==> config.mk <==
export PLATFORM = sky130hd
export DESIGN_NAME = ble_adv_tx_crc_whiten_coder
export DESIGN_NICKNAME = d
export VERILOG_FILES = /design/src/rtl/blecw_pkg.sv /design/src/rtl/blecw_front.sv /design/src/rtl/blecw_back.sv /design/src/rtl/ble_adv_tx_crc_whiten_coder.sv
export SDC_FILE = /design/constraint.sdc
export NUM_CORES = 1
export LEC_CHECK = 0
export ABC_CLOCK_PERIOD_IN_PS = 5200
export BUFFER_PORTS_ARGS = -buffer_cell sky130_fd_sc_hd__buf_2
export CAP_MARGIN = 20
export CORE_ASPECT_RATIO = 1.2
export CORE_MARGIN = 8
export CORE_UTILIZATION = 60
export CTS_BUF_LIST = sky130_fd_sc_hd__clkbuf_8
export DETAILED_ROUTE_END_ITERATION = 8
export GPL_TIMING_DRIVEN = 0
export PLACE_DENSITY = 0.8
export SYNTH_ARGS = -nofsm -noshare
export SYNTH_HDL_FRONTEND = slang
export SYNTH_HIERARCHICAL = 1
export SYNTH_SLANG_ARGS = --single-unit
==> constraint.sdc <==
create_clock -name i_clk -period 5.2 [get_ports i_clk]
set_input_delay 0.78 -clock i_clk [delete_from_list [all_inputs] [get_ports i_clk]]
set_output_delay 0.78 -clock i_clk [all_outputs]
set_load 0.03 [all_outputs]
==> src/rtl/blecw_pkg.sv <==
// Shared types, constants and bit-step functions for the advertising transmit coder.
`default_nettype none

package blecw_pkg;

    localparam logic [23:0] CRC_SEED    = 24'hAAAAAA;
    localparam logic [7:0]  CRC_TAP_LOW = 8'hDA;
    localparam logic [7:0]  CRC_TAP_MID = 8'h60;
    localparam logic [7:0]  WHITEN_TAPS = 8'h88;
    localparam logic [6:0]  WHITEN_BIT6 = 7'h40;
    localparam logic [5:0]  CHANNEL_RESET = 6'd37;

    localparam int QUEUE_DEPTH = 2;
    localparam int QPTR_W      = $clog2(QUEUE_DEPTH);
    localparam int QCNT_W      = $clog2(QUEUE_DEPTH + 1);

    typedef struct packed {
        logic [7:0] data_byte;
        logic       last_byte;
    } t_in_item;

    typedef struct packed {
        logic [7:0] wire_byte;
        logic       is_crc;
        logic       end_of_packet;
    } t_out_item;

    typedef struct packed {
        logic [7:0] data_byte;
        logic       last_byte;
        logic       first_byte;
    } t_queue_entry;

    typedef struct packed {
        logic [7:0] mask;
        logic [6:0] lfsr;
    } t_whiten;

    function automatic logic [23:0] crc_feed(input logic [23:0] crc, input logic [7:0] d);
        logic [7:0] hi;
        logic [7:0] mid;
        logic [7:0] lo;
        logic       fb;
        hi  = crc[23:16];
        mid = crc[15:8];
        lo  = crc[7:0];
        for (int i = 0; i < 8; i++) begin
            fb  = hi[0];
            hi  = {mid[0], hi[7:1]};
            mid = {lo[0], mid[7:1]};
            lo  = {1'b0, lo[7:1]};
            if (fb != d[i]) begin
                lo  = lo ^ CRC_TAP_LOW;
                mid = mid ^ CRC_TAP_MID;
            end
        end
        return {hi, mid, lo};
    endfunction

    function automatic t_whiten whiten_byte(input logic [6:0] lfsr);
        logic [7:0] l;
        logic [7:0] res;
        t_whiten    w;
        l   = {1'b0, lfsr};
        res = '0;
        for (int i = 0; i < 8; i++) begin
            if (l[0]) begin
                l      = l ^ WHITEN_TAPS;
                res[i] = 1'b1;
            end
            l = {1'b0, l[7:1]};
        end
        w.mask = res;
        w.lfsr = l[6:0];
        return w;
    endfunction

    function automatic logic [7:0] bit_reverse8(input logic [7:0] a);
        logic [7:0] v;
        for (int i = 0; i < 8; i++) begin
            v[7 - i] = a[i];
        end
        return v;
    endfunction

endpackage

`default_nettype wire

==> src/rtl/blecw_front.sv <==
// Input front end: accepts bytes, tags packet openings and queues them for the coder.
`default_nettype none

module blecw_front (
    input  wire                     i_clk,
    input  wire                     i_rst_n,
    input  wire                     i_in_valid,
    output logic                    o_in_stall,
    input  blecw_pkg::t_in_item     i_in_item,
    output logic                    o_q_valid,
    output blecw_pkg::t_queue_entry o_q_entry,
    input  wire                     i_q_pop
);
    import blecw_pkg::*;

    t_queue_entry      r_mem [QUEUE_DEPTH];
    logic [QPTR_W-1:0] r_wr_ptr;
    logic [QPTR_W-1:0] r_rd_ptr;
    logic [QCNT_W-1:0] r_count;
    logic              r_start;
    logic              push;
    logic              pop;

    assign o_in_stall = (r_count == QCNT_W'(QUEUE_DEPTH));
    assign push       = i_in_valid && !o_in_stall;
    assign pop        = i_q_pop && o_q_valid;
    assign o_q_valid  = (r_count != '0);
    assign o_q_entry  = r_mem[r_rd_ptr];

    always_ff @(posedge i_clk) begin
        if (!i_rst_n) begin
            r_wr_ptr <= '0;
            r_rd_ptr <= '0;
            r_count  <= '0;
            r_start  <= 1'b1;
        end else begin
            if (push) begin
                r_wr_ptr <= r_wr_ptr + 1'b1;
                r_start  <= i_in_item.last_byte;
            end
            if (pop) begin
                r_rd_ptr <= r_rd_ptr + 1'b1;
            end
            if (push && !pop) begin
                r_count <= r_count + 1'b1;
            end else if (pop && !push) begin
                r_count <= r_count - 1'b1;
            end
        end
    end

    always_ff @(posedge i_clk) begin
        if (push) begin
            r_mem[r_wr_ptr] <= '{data_byte:  i_in_item.data_byte,
                                 last_byte:  i_in_item.last_byte,
                                 first_byte: r_start};
        end
    end

endmodule

`default_nettype wire

==> src/rtl/blecw_back.sv <==
// Coder back end: CRC-24 update, whitening, bit reversal and CRC byte emission.
`default_nettype none

module blecw_back (
    input  wire                     i_clk,
    input  wire                     i_rst_n,
    input  wire                     i_cfg_wr_en,
    input  wire [5:0]               i_cfg_wr_data,
    input  wire                     i_q_valid,
    input  blecw_pkg::t_queue_entry i_q_entry,
    output logic                    o_q_pop,
    output logic                    o_out_valid,
    input  wire                     i_out_stall,
    output blecw_pkg::t_out_item    o_out_item
);
    import blecw_pkg::*;

    typedef enum logic [1:0] {
        PH_DATA,
        PH_CRC_HI,
        PH_CRC_MID,
        PH_CRC_LO
    } t_phase;

    t_phase     r_phase;
    logic [23:0] r_crc;
    logic [6:0]  r_lfsr;
    logic [5:0]  r_channel;
    logic        r_out_valid;
    t_out_item   r_out_item;

    logic        out_free;
    logic [23:0] crc_base;
    logic [6:0]  lfsr_base;
    logic [23:0] n_crc;
    logic [7:0]  plain;
    t_whiten     wh;

    assign out_free = !r_out_valid || !i_out_stall;
    assign o_q_pop  = (r_phase == PH_DATA) && i_q_valid && out_free;

    always_comb begin
        crc_base  = i_q_entry.first_byte ? CRC_SEED : r_crc;
        lfsr_base = r_lfsr;
        if (r_phase == PH_DATA && i_q_entry.first_byte) begin
            lfsr_base = WHITEN_BIT6 | {1'b0, r_channel};
        end
        n_crc = crc_feed(crc_base, i_q_entry.data_byte);
        unique case (r_phase)
            PH_DATA:    plain = i_q_entry.data_byte;
            PH_CRC_HI:  plain = r_crc[23:16];
            PH_CRC_MID: plain = r_crc[15:8];
            PH_CRC_LO:  plain = r_crc[7:0];
            default:    plain = i_q_entry.data_byte;
        endcase
        wh = whiten_byte(lfsr_base);
    end

    always_ff @(posedge i_clk) begin
        if (!i_rst_n) begin
            r_phase     <= PH_DATA;
            r_crc       <= CRC_SEED;
            r_lfsr      <= WHITEN_BIT6 | {1'b0, CHANNEL_RESET};
            r_channel   <= CHANNEL_RESET;
            r_out_valid <= 1'b0;
            r_out_item  <= '0;
        end else begin
            if (i_cfg_wr_en) begin
                r_channel <= i_cfg_wr_data;
            end
            if (out_free) begin
                r_out_valid              <= 1'b0;
                r_out_item.wire_byte     <= bit_reverse8(plain ^ wh.mask);
                r_out_item.is_crc        <= (r_phase != PH_DATA);
                r_out_item.end_of_packet <= (r_phase == PH_CRC_LO);
                unique case (r_phase)
                    PH_DATA: begin
                        if (i_q_valid) begin
                            r_out_valid <= 1'b1;
                            r_crc       <= n_crc;
                            r_lfsr      <= wh.lfsr;
                            if (i_q_entry.last_byte) begin
                                r_phase <= PH_CRC_HI;
                            end
                        end
                    end
                    PH_CRC_HI: begin
                        r_out_valid <= 1'b1;
                        r_lfsr      <= wh.lfsr;
                        r_phase     <= PH_CRC_MID;
                    end
                    PH_CRC_MID: begin
                        r_out_valid <= 1'b1;
                        r_lfsr      <= wh.lfsr;
                        r_phase     <= PH_CRC_LO;
                    end
                    PH_CRC_LO: begin
                        r_out_valid <= 1'b1;
                        r_lfsr      <= wh.lfsr;
                        r_phase     <= PH_DATA;
                    end
                    default: begin
                        r_phase <= PH_DATA;
                    end
                endcase
            end
        end
    end

    assign o_out_valid = r_out_valid;
    assign o_out_item  = r_out_item;

endmodule

`default_nettype wire

==> src/rtl/ble_adv_tx_crc_whiten_coder.sv <==
// Top level of the advertising transmit coder: front queue, coder back end and checks.
//
// Input channel: one packet byte per beat (i_in_valid, o_in_stall, i_in_item), with
// last_byte set on the final payload byte. Output channel: one wire byte per beat
// (o_out_valid, i_out_stall, o_out_item); each input byte gives one beat, and the
// last byte of a packet is followed by three CRC beats, the third with end_of_packet.
// The channel register is written through i_cfg_wr_en / i_cfg_wr_data and seeds the
// whitening register at the next packet opening.
// With an empty queue an accepted byte passes first through a queue entry and then
// through the output register of the coder before it can be taken at the output.
// The coder gives one output beat per cycle while i_out_stall is low and a beat is
// ready, set by its single output register; it pops no queue byte during the three
// CRC beats that follow a last byte.
// A two-entry queue sits between the front and the coder, so input beats keep being
// taken while an output beat is stalled, until the queue fills.
// Reset empties the queue, drops any pending output beat, sets the channel to 37
// and opens a new packet. While i_out_stall is high the output beat holds.
`default_nettype none

module ble_adv_tx_crc_whiten_coder (
    input  wire                  i_clk,
    input  wire                  i_rst_n,
    input  wire                  i_cfg_wr_en,
    input  wire [5:0]            i_cfg_wr_data,
    input  wire                  i_in_valid,
    output logic                 o_in_stall,
    input  blecw_pkg::t_in_item  i_in_item,
    output logic                 o_out_valid,
    input  wire                  i_out_stall,
    output blecw_pkg::t_out_item o_out_item
);
    import blecw_pkg::*;

    logic         q_valid;
    logic         q_pop;
    t_queue_entry q_entry;

    blecw_front u_front (
        .i_clk      (i_clk),
        .i_rst_n    (i_rst_n),
        .i_in_valid (i_in_valid),
        .o_in_stall (o_in_stall),
        .i_in_item  (i_in_item),
        .o_q_valid  (q_valid),
        .o_q_entry  (q_entry),
        .i_q_pop    (q_pop)
    );

    blecw_back u_back (
        .i_clk         (i_clk),
        .i_rst_n       (i_rst_n),
        .i_cfg_wr_en   (i_cfg_wr_en),
        .i_cfg_wr_data (i_cfg_wr_data),
        .i_q_valid     (q_valid),
        .i_q_entry     (q_entry),
        .o_q_pop       (q_pop),
        .o_out_valid   (o_out_valid),
        .i_out_stall   (i_out_stall),
        .o_out_item    (o_out_item)
    );

    a_pop_needs_entry: assert property (@(posedge i_clk) disable iff (!i_rst_n)
        q_pop |-> q_valid)
        else $error("queue popped while empty");

    a_full_not_empty: assert property (@(posedge i_clk) disable iff (!i_rst_n)
        o_in_stall |-> q_valid)
        else $error("input stalled with an empty queue");

    a_eop_is_crc: assert property (@(posedge i_clk) disable iff (!i_rst_n)
        o_out_valid && o_out_item.end_of_packet |-> o_out_item.is_crc)
        else $error("end of packet on a non-CRC beat");

    a_crc_run: assert property (@(posedge i_clk) disable iff (!i_rst_n)
        o_out_valid && !i_out_stall && o_out_item.is_crc && !o_out_item.end_of_packet
        |=> o_out_valid && o_out_item.is_crc)
        else $error("CRC beats not contiguous");

endmodule

`default_nettype wire
==> results of run 1 <==
-- worst max-delay path, delay by kind of cell (launching register included) --
family                   cells  cell delay (ns)
AO/OA/AOI/OAI                2             0.43
AND/OR/NAND/NOR              2             0.72
buffers and inverters        3             0.86
flip-flops                   1             0.35
adder cells (fa/ha/maj)      2             0.66
-- cell families (layout without fill, tap and decap cells) --
logic type	after synthesis	in the layout
buffers and inverters	36	82
XOR/XNOR	75	75
AO/OA/AOI/OAI	72	72
multiplexers	24	24
AND/OR/NAND/NOR	118	118
adder cells (fa/ha/maj)	6	6
flip-flops	76	76
-- cell usage in the layout (no fill, tap or decap), types with 2 or more instances in the layout --
master and count:
a21boi_0 5, a21oi_1 15, a222oi_1 8, and2_1 10, buf_2 35, buf_6 2, bufinv_16 2, clkbuf_1 18
clkbuf_8 9, clkinv_2 2, dfxtp_1 56, edfxtp_1 20, ha_1 6, inv_1 8, mux2_2 10, mux2i_1 14
nand2_1 41, nand3_1 7, nand3b_1 3, nor2_1 37, nor2b_1 5, nor3_1 6, o211a_1 5, o211ai_1 8
o21ai_0 20, o21ai_1 5, or3_1 2, xnor2_1 40, xor2_1 31
-- registers in the layout, summed over array words and instances (netlist names), named ones only --
signal,cells
u_back/o_out_item,10
u_back/o_out_valid,1
u_back/r_channel,6
u_back/r_crc,24
u_back/r_lfsr,7
u_back/r_phase,2
u_front/r_count,2
u_front/r_mem,20
u_front/r_rd_ptr,1
u_front/r_start,1
u_front/r_wr_ptr,1
-- worst paths after layout --
kind | startpoint | to | slack, ns | cells past startpoint
setup / recovery | u_back/r_phase[0] | u_front/r_count[1] | 2.12 | 9
hold / removal | u_front/r_start | u_front/r_mem[0][0] | 0.47 | 0
setup reg to reg | u_back/r_phase[0] | u_front/r_count[1] | 2.12 | 9
hold reg to reg | u_front/r_start | u_front/r_mem[0][0] | 0.47 | 0
-- power breakdown --
group,switching (W),leakage [nW],internal [W]
registers,0.000112,0.647,0.000775
clock network,0.000219,0.111,0.000268
logic,0.000912,1.03,0.000630
total,0.00124,1.79,0.00167
-- through the flow --
stage,setup WS (ns),hold slack [ns]
6_report,2.115,0.4652
5_1_grt,1.960,0.4902
4_1_cts,2.140,0.4684
3_5_place_dp,1.873,0.4469
3_3_place_gp,1.936,0.4260
2_1_floorplan,2.584,0.4192
-- final cells by class --
| cell class | instances | area share (%) |
|---|---|---|
| timing repair buffer | 30 | 3.405 |
| clock inverter | 7 | 2.043 |
| inverter | 8 | 0.6810 |
| buffer | 28 | 2.980 |
| tap | 85 | 2.412 |
| clock buffer | 9 | 2.809 |
| sequential | 76 | 39.05 |
| multi-input combinational | 295 | 46.62 |
-- layer usage --
metal	share of wire, %	up-vias	track usage (%)
li1	-	1466	-
met1	41	1426	20.90
met2	50	118	32.61
met3	5.6	28	3.865
met4	3.9	0	13.47
met5	0	-	0
==> flow_summary.yaml, run 1 <==
run_status:
  status: "finished, final reports clean"
clock_tree:
  insertion_delay_ns: 0.35
  cts_made_buffers: 9
  h-tree-depth: 3
  cts.repair.resized: 0
  cts.clk_slew.worst_paths_ns: 0.08
  cts_hold_buf: 0
  post_cts_buffers: 0
  cts-root-buf: "clkbuf_8"
  tritoncts: "yes"
  clockBufferDepth: 2
  clock_sinks: 76
power:
  power_w: 0.002916
  power_density_nw_per_um2: 661.3
  p_leak_nw: 1.791
  vdd_drop_max_uv: 338.8
drt:
  dr.pass1.iters: 6
  drc: 0
  viasPerCell: 5.647
  drtIter0Drc: 311
  wire_per_inst_um: 16.47
  routed-via-count: 3038
  routed_wl_um: 8863
  drtAntennaViolNets: 0
logic_synthesis:
  ys_ff_latch: 76
  mappedNetlistArea_um2: 3939
  synthSimpleGateAreaFrac_pct: 13.72
  synth_fa_ha_area_share_pct: 1.906
  avgSynthCellArea_um2: 9.678
  synth-warning-count: 6
  synth_cells: 407
  yosysMostFrequentCell: "dfxtp_1"
  synth-xor-area-share_pct: 17.88
  ys_async_sr_fraction_pct: 0
  synth_compound_area_share_pct: 12.26
  yosysTopAreaCell: "dfxtp_1"
  synthMuxAreaShare_pct: 6.417
  synth_top_family_by_area: "XOR/XNOR gates"
  synth.net_count: 433
  ys_seq_area_share_pct: 43.71
  synth_cell_types: 47
  synth_top_area_share_pct: 28.46
  synth-main-ff-cell: "dfxtp_1"
  synthTopCellsByCount: "dfxtp_1 (56), nand2_1 (41), xnor2_1 (40)"
  synthTopCellsByArea: "dfxtp_1 (28%), edfxtp_1 (15%), xnor2_1 (8.9%), xor2_1 (6.9%), nand2_1 (3.9%)"
  synth-edff-count: 20
grt:
  antenna_found_initial: 0
  grt-ovfl-total: 0
  grt_pass1_wl_um: 14580
  grt_max_degree: 14
  first_global_vias: 3142
  grt_use_total_pct: 19.12
timing:
  fin_setup_tns_ns: 0
  max_slew_margin_pct: 47.39
  hold_viol_final: 0
  period_share_pct: 59.32
  clock.fmax_mhz: 324.2
  final.setup_skew_ns: 0.01126
  rsz0062_at_grt: "no"
  finalSetupViolations: 0
  min_period_ns: 3.085
  worst_slew_pin_slew_ns: 0.7848
  slew_viol_final: 0
placement:
  port_buffers: 30
  dp.cells: 522
  place_hpwl_um: 6315
  post_dp_cell_area_um2: 4195
  globalplace.congestion: 0.9086
min_path:
  hold_path.class: "flop to flop"
final_layout:
  multi_input_area_um2: 2056
  final.fill_count: 521
  regArea_um2: 1722
  postLayoutCoreUtil_pct: 68.83
  fin_area_um2: 4409
  layout.nets: 474
  area_delta_synth_final_pct: 11.94
  layout-drive-gt1-share_pct: 16.11
  fin_cells: 538
  antenna_cells: 0
floorplanning:
  die-area_um2: 9424
  start_util_pct: 61.48
  design.portCount: 32
  die_h_um: 104.8
  core_area_um2: 6406
  rows: 32
  die-width_um: 89.96
setup_path:
  cp_slowest_cell: "buf_1"
  crit_type: "flop to flop"
  cp_max_fo: 10
  path_cells: "inv_1 > ha_1 > nand3_1 > inv_1 > buf_1 > o21ai_0 > ha_1 > or3_1 > a21oi_1"
  startpoint_type: "flop"
  crit_path_max_incr_delay_ns: 0.45
  crit_arrival_ns: 3.37
  cp-end-kind: "flop"
  critPathRequiredTime_ns: 5.49
job:
  maxCapViolCount: 0
No activity file was read; power rests on OpenSTA's default activity.
==> run 2, diff against run 1 <==
ABC_CLOCK_PERIOD_IN_PS = 2700   (was 5200)
CORE_UTILIZATION = 56   (was 60)
PLACE_DENSITY = 0.78   (was 0.8)
clock period = 2.7 ns   (was 5.2 ns; I/O delays follow)
==> run 2 against run 1 <==
Wire length increased by 1.6%. Sequential cell count unchanged. Sequential power rose by 93%. Largest cell class unchanged. Clock power grew 130%. First-iteration DRC count fell by 5.5%. Worst setup slack lost 1.8 ns. Register-to-register slack got worse by 1.8 ns. Highest routed layer unchanged. Non-clock buffer count did not move. Fmax up 31%. Hold slack got worse by 0.22 ns.
==> flow_summary.yaml, run 2 (synthesis results as in run 1) <==
final_layout:
  antenna_cells: 0
  top_register: "u_back/r_crc"
  layout-drive-gt1-share_pct: 16.78
  final_common_cell: "dfxtp_1"
  postLayoutCoreUtil_pct: 65.66
  final.fill_count: 578
  area_delta_synth_final_pct: 13.56
  largest_register_ffs: 24
  fin_area_um2: 4473
  mostFrequentLayoutCells: "dfxtp_1 (56), nand2_1 (41), xnor2_1 (40), nor2_1 (37), buf_2 (35)"
  layout.nets: 474
setup_path:
  cp_max_fo: 10
  cp-end-kind: "flop"
  rrSetupSlack_ns: 0.34
  crit_type: "flop to flop"
  critPathRequiredTime_ns: 2.94
  startpoint_type: "flop"
  reg2reg_to: "u_back/r_crc[14]"
  crit_arrival_ns: 2.60
  r2r_cells: 8
  setup.worst_path.end: "u_back/r_crc[14]"
timing:
  fin_setup_tns_ns: 0
  finalSetupViolations: 0
  whs_ns: 0.2419
  period_share_pct: 87.45
  min_period_ns: 2.361
  worst_slew_pin_slew_ns: 0.8000
  clock.fmax_mhz: 423.5
  max_slew_margin_pct: 46.38
  final.setup_skew_ns: 0.01226
  finalWorstSetupSlack_ns: 0.3389
  hold_viol_final: 0
  slew_viol_final: 0
  rsz0062_at_grt: "no"
power:
  p_leak_nw: 1.813
  power_density_nw_per_um2: 1302
  vdd_drop_max_uv: 756.7
clock_tree:
  clock_sinks: 76
  h-tree-depth: 3
  clockBufferDepth: 2
  cts_hold_buf: 0
  cts_made_buffers: 9
  cts.clk_slew.worst_paths_ns: 0.08
  insertion_delay_ns: 0.35
  tritoncts: "yes"
  cts-root-buf: "clkbuf_8"
grt:
  antenna_found_initial: 0
  grt_use_total_pct: 19.02
  first_global_vias: 3034
  grt_max_degree: 15
  grt_pass1_wl_um: 14840
  grt-ovfl-total: 0
drt:
  dr.pass1.iters: 7
  viasPerCell: 5.576
  routed-via-count: 3011
  wire_per_inst_um: 16.68
  routed_wl_um: 9008
  drtIter0Drc: 294
  drtAntennaViolNets: 0
  drc: 0
floorplanning:
  die-width_um: 92.56
  core_area_um2: 6813
  design.portCount: 32
  die_h_um: 107.9
  rows: 33
  die-area_um2: 9984
  start_util_pct: 57.81
placement:
  port_buffers: 30
  globalplace.congestion: 0.9498
  place_hpwl_um: 6368
  post_dp_cell_area_um2: 4198
  place_ws_ns: -0.3759
min_path:
  hold_path.class: "input pin to flop"
run_status:
  status: "finished, final reports clean"
job:
  maxCapViolCount: 0
## run 2: what timing repair did
| action | in CTS | in global routing |
|---|---|---|
| setup buffers | 1 | 0 |
| endpoints found under the setup margin | 2 | 1 |
| pin swaps | 0 | 0 |
| gates resized for setup | 1 | 1 |
| cloned | 0 | 0 |
## run 2: final cells by class
type / count / area, µm² / share of cell area [%]
plain buffers: 27 / 127.6 / 2.853
flip-flops and latches: 76 / 1722 / 38.49
clock inverters: 7 / 138.9 / 3.105
multi-input cells: 295 / 2061 / 46.07
repair buffers: 31 / 157.7 / 3.524
inverters: 8 / 33.78 / 0.7552
well taps: 87 / 108.9 / 2.434
clock buffers: 9 / 123.9 / 2.769
## run 2: metal layers
metal  routed length (µm)  up-vias  track usage (%)
li1                     -     1468                -
met1                 3696     1413            21.16
met2                 4554      111            32.65
met3                  525       19            4.396
met4                  231        0            10.84
met5                    0        -                0
## run 2: how the worst min path moves through the flow
stage / startpoint / end / slack, ns / cells past startpoint
2_1_floorplan: u_front/r_start / u_front/r_mem[0][0] / 0.42 / 0
6_report: i_in_item[7] / u_front/r_mem[0][8] / 0.24 / 1
5_1_grt: i_in_item[7] / u_front/r_mem[0][8] / 0.22 / 1
3_5_place_dp: u_front/r_start / u_front/r_mem[0][0] / 0.45 / 0
4_1_cts: i_in_item[7] / u_front/r_mem[1][8] / 0.22 / 1
3_3_place_gp: u_front/r_start / u_front/r_mem[0][0] / 0.43 / 0
## run 2: through the flow
| step | power [W] | std cells |
|---|---|---|
| 6_report | 0.005824 | 540 |
| 5_1_grt | 0.006187 | 540 |
| 4_1_cts | 0.005815 | 540 |
| 3_5_place_dp | 0.004651 | 524 |
| 3_3_place_gp | 0.004570 | 524 |
| 2_1_floorplan | 0.003995 | 407 |
## run 2: power breakdown
| part | internal [W] | switching [W] |
|---|---|---|
| clock | 0.000706 | 0.000433 |
| combinational | 0.00123 | 0.00175 |
| sequential | 0.00149 | 0.000212 |
## run 2: critical path, cell delays in order, from the launching register on
cell	delay, ns
dfxtp_1	0.32
buf_2	0.23
mux2_2	0.38
buf_6	0.14
nor2_1	0.26
xnor2_4	0.18
xnor2_1	0.19
and4_1	0.23
a311o_1	0.31
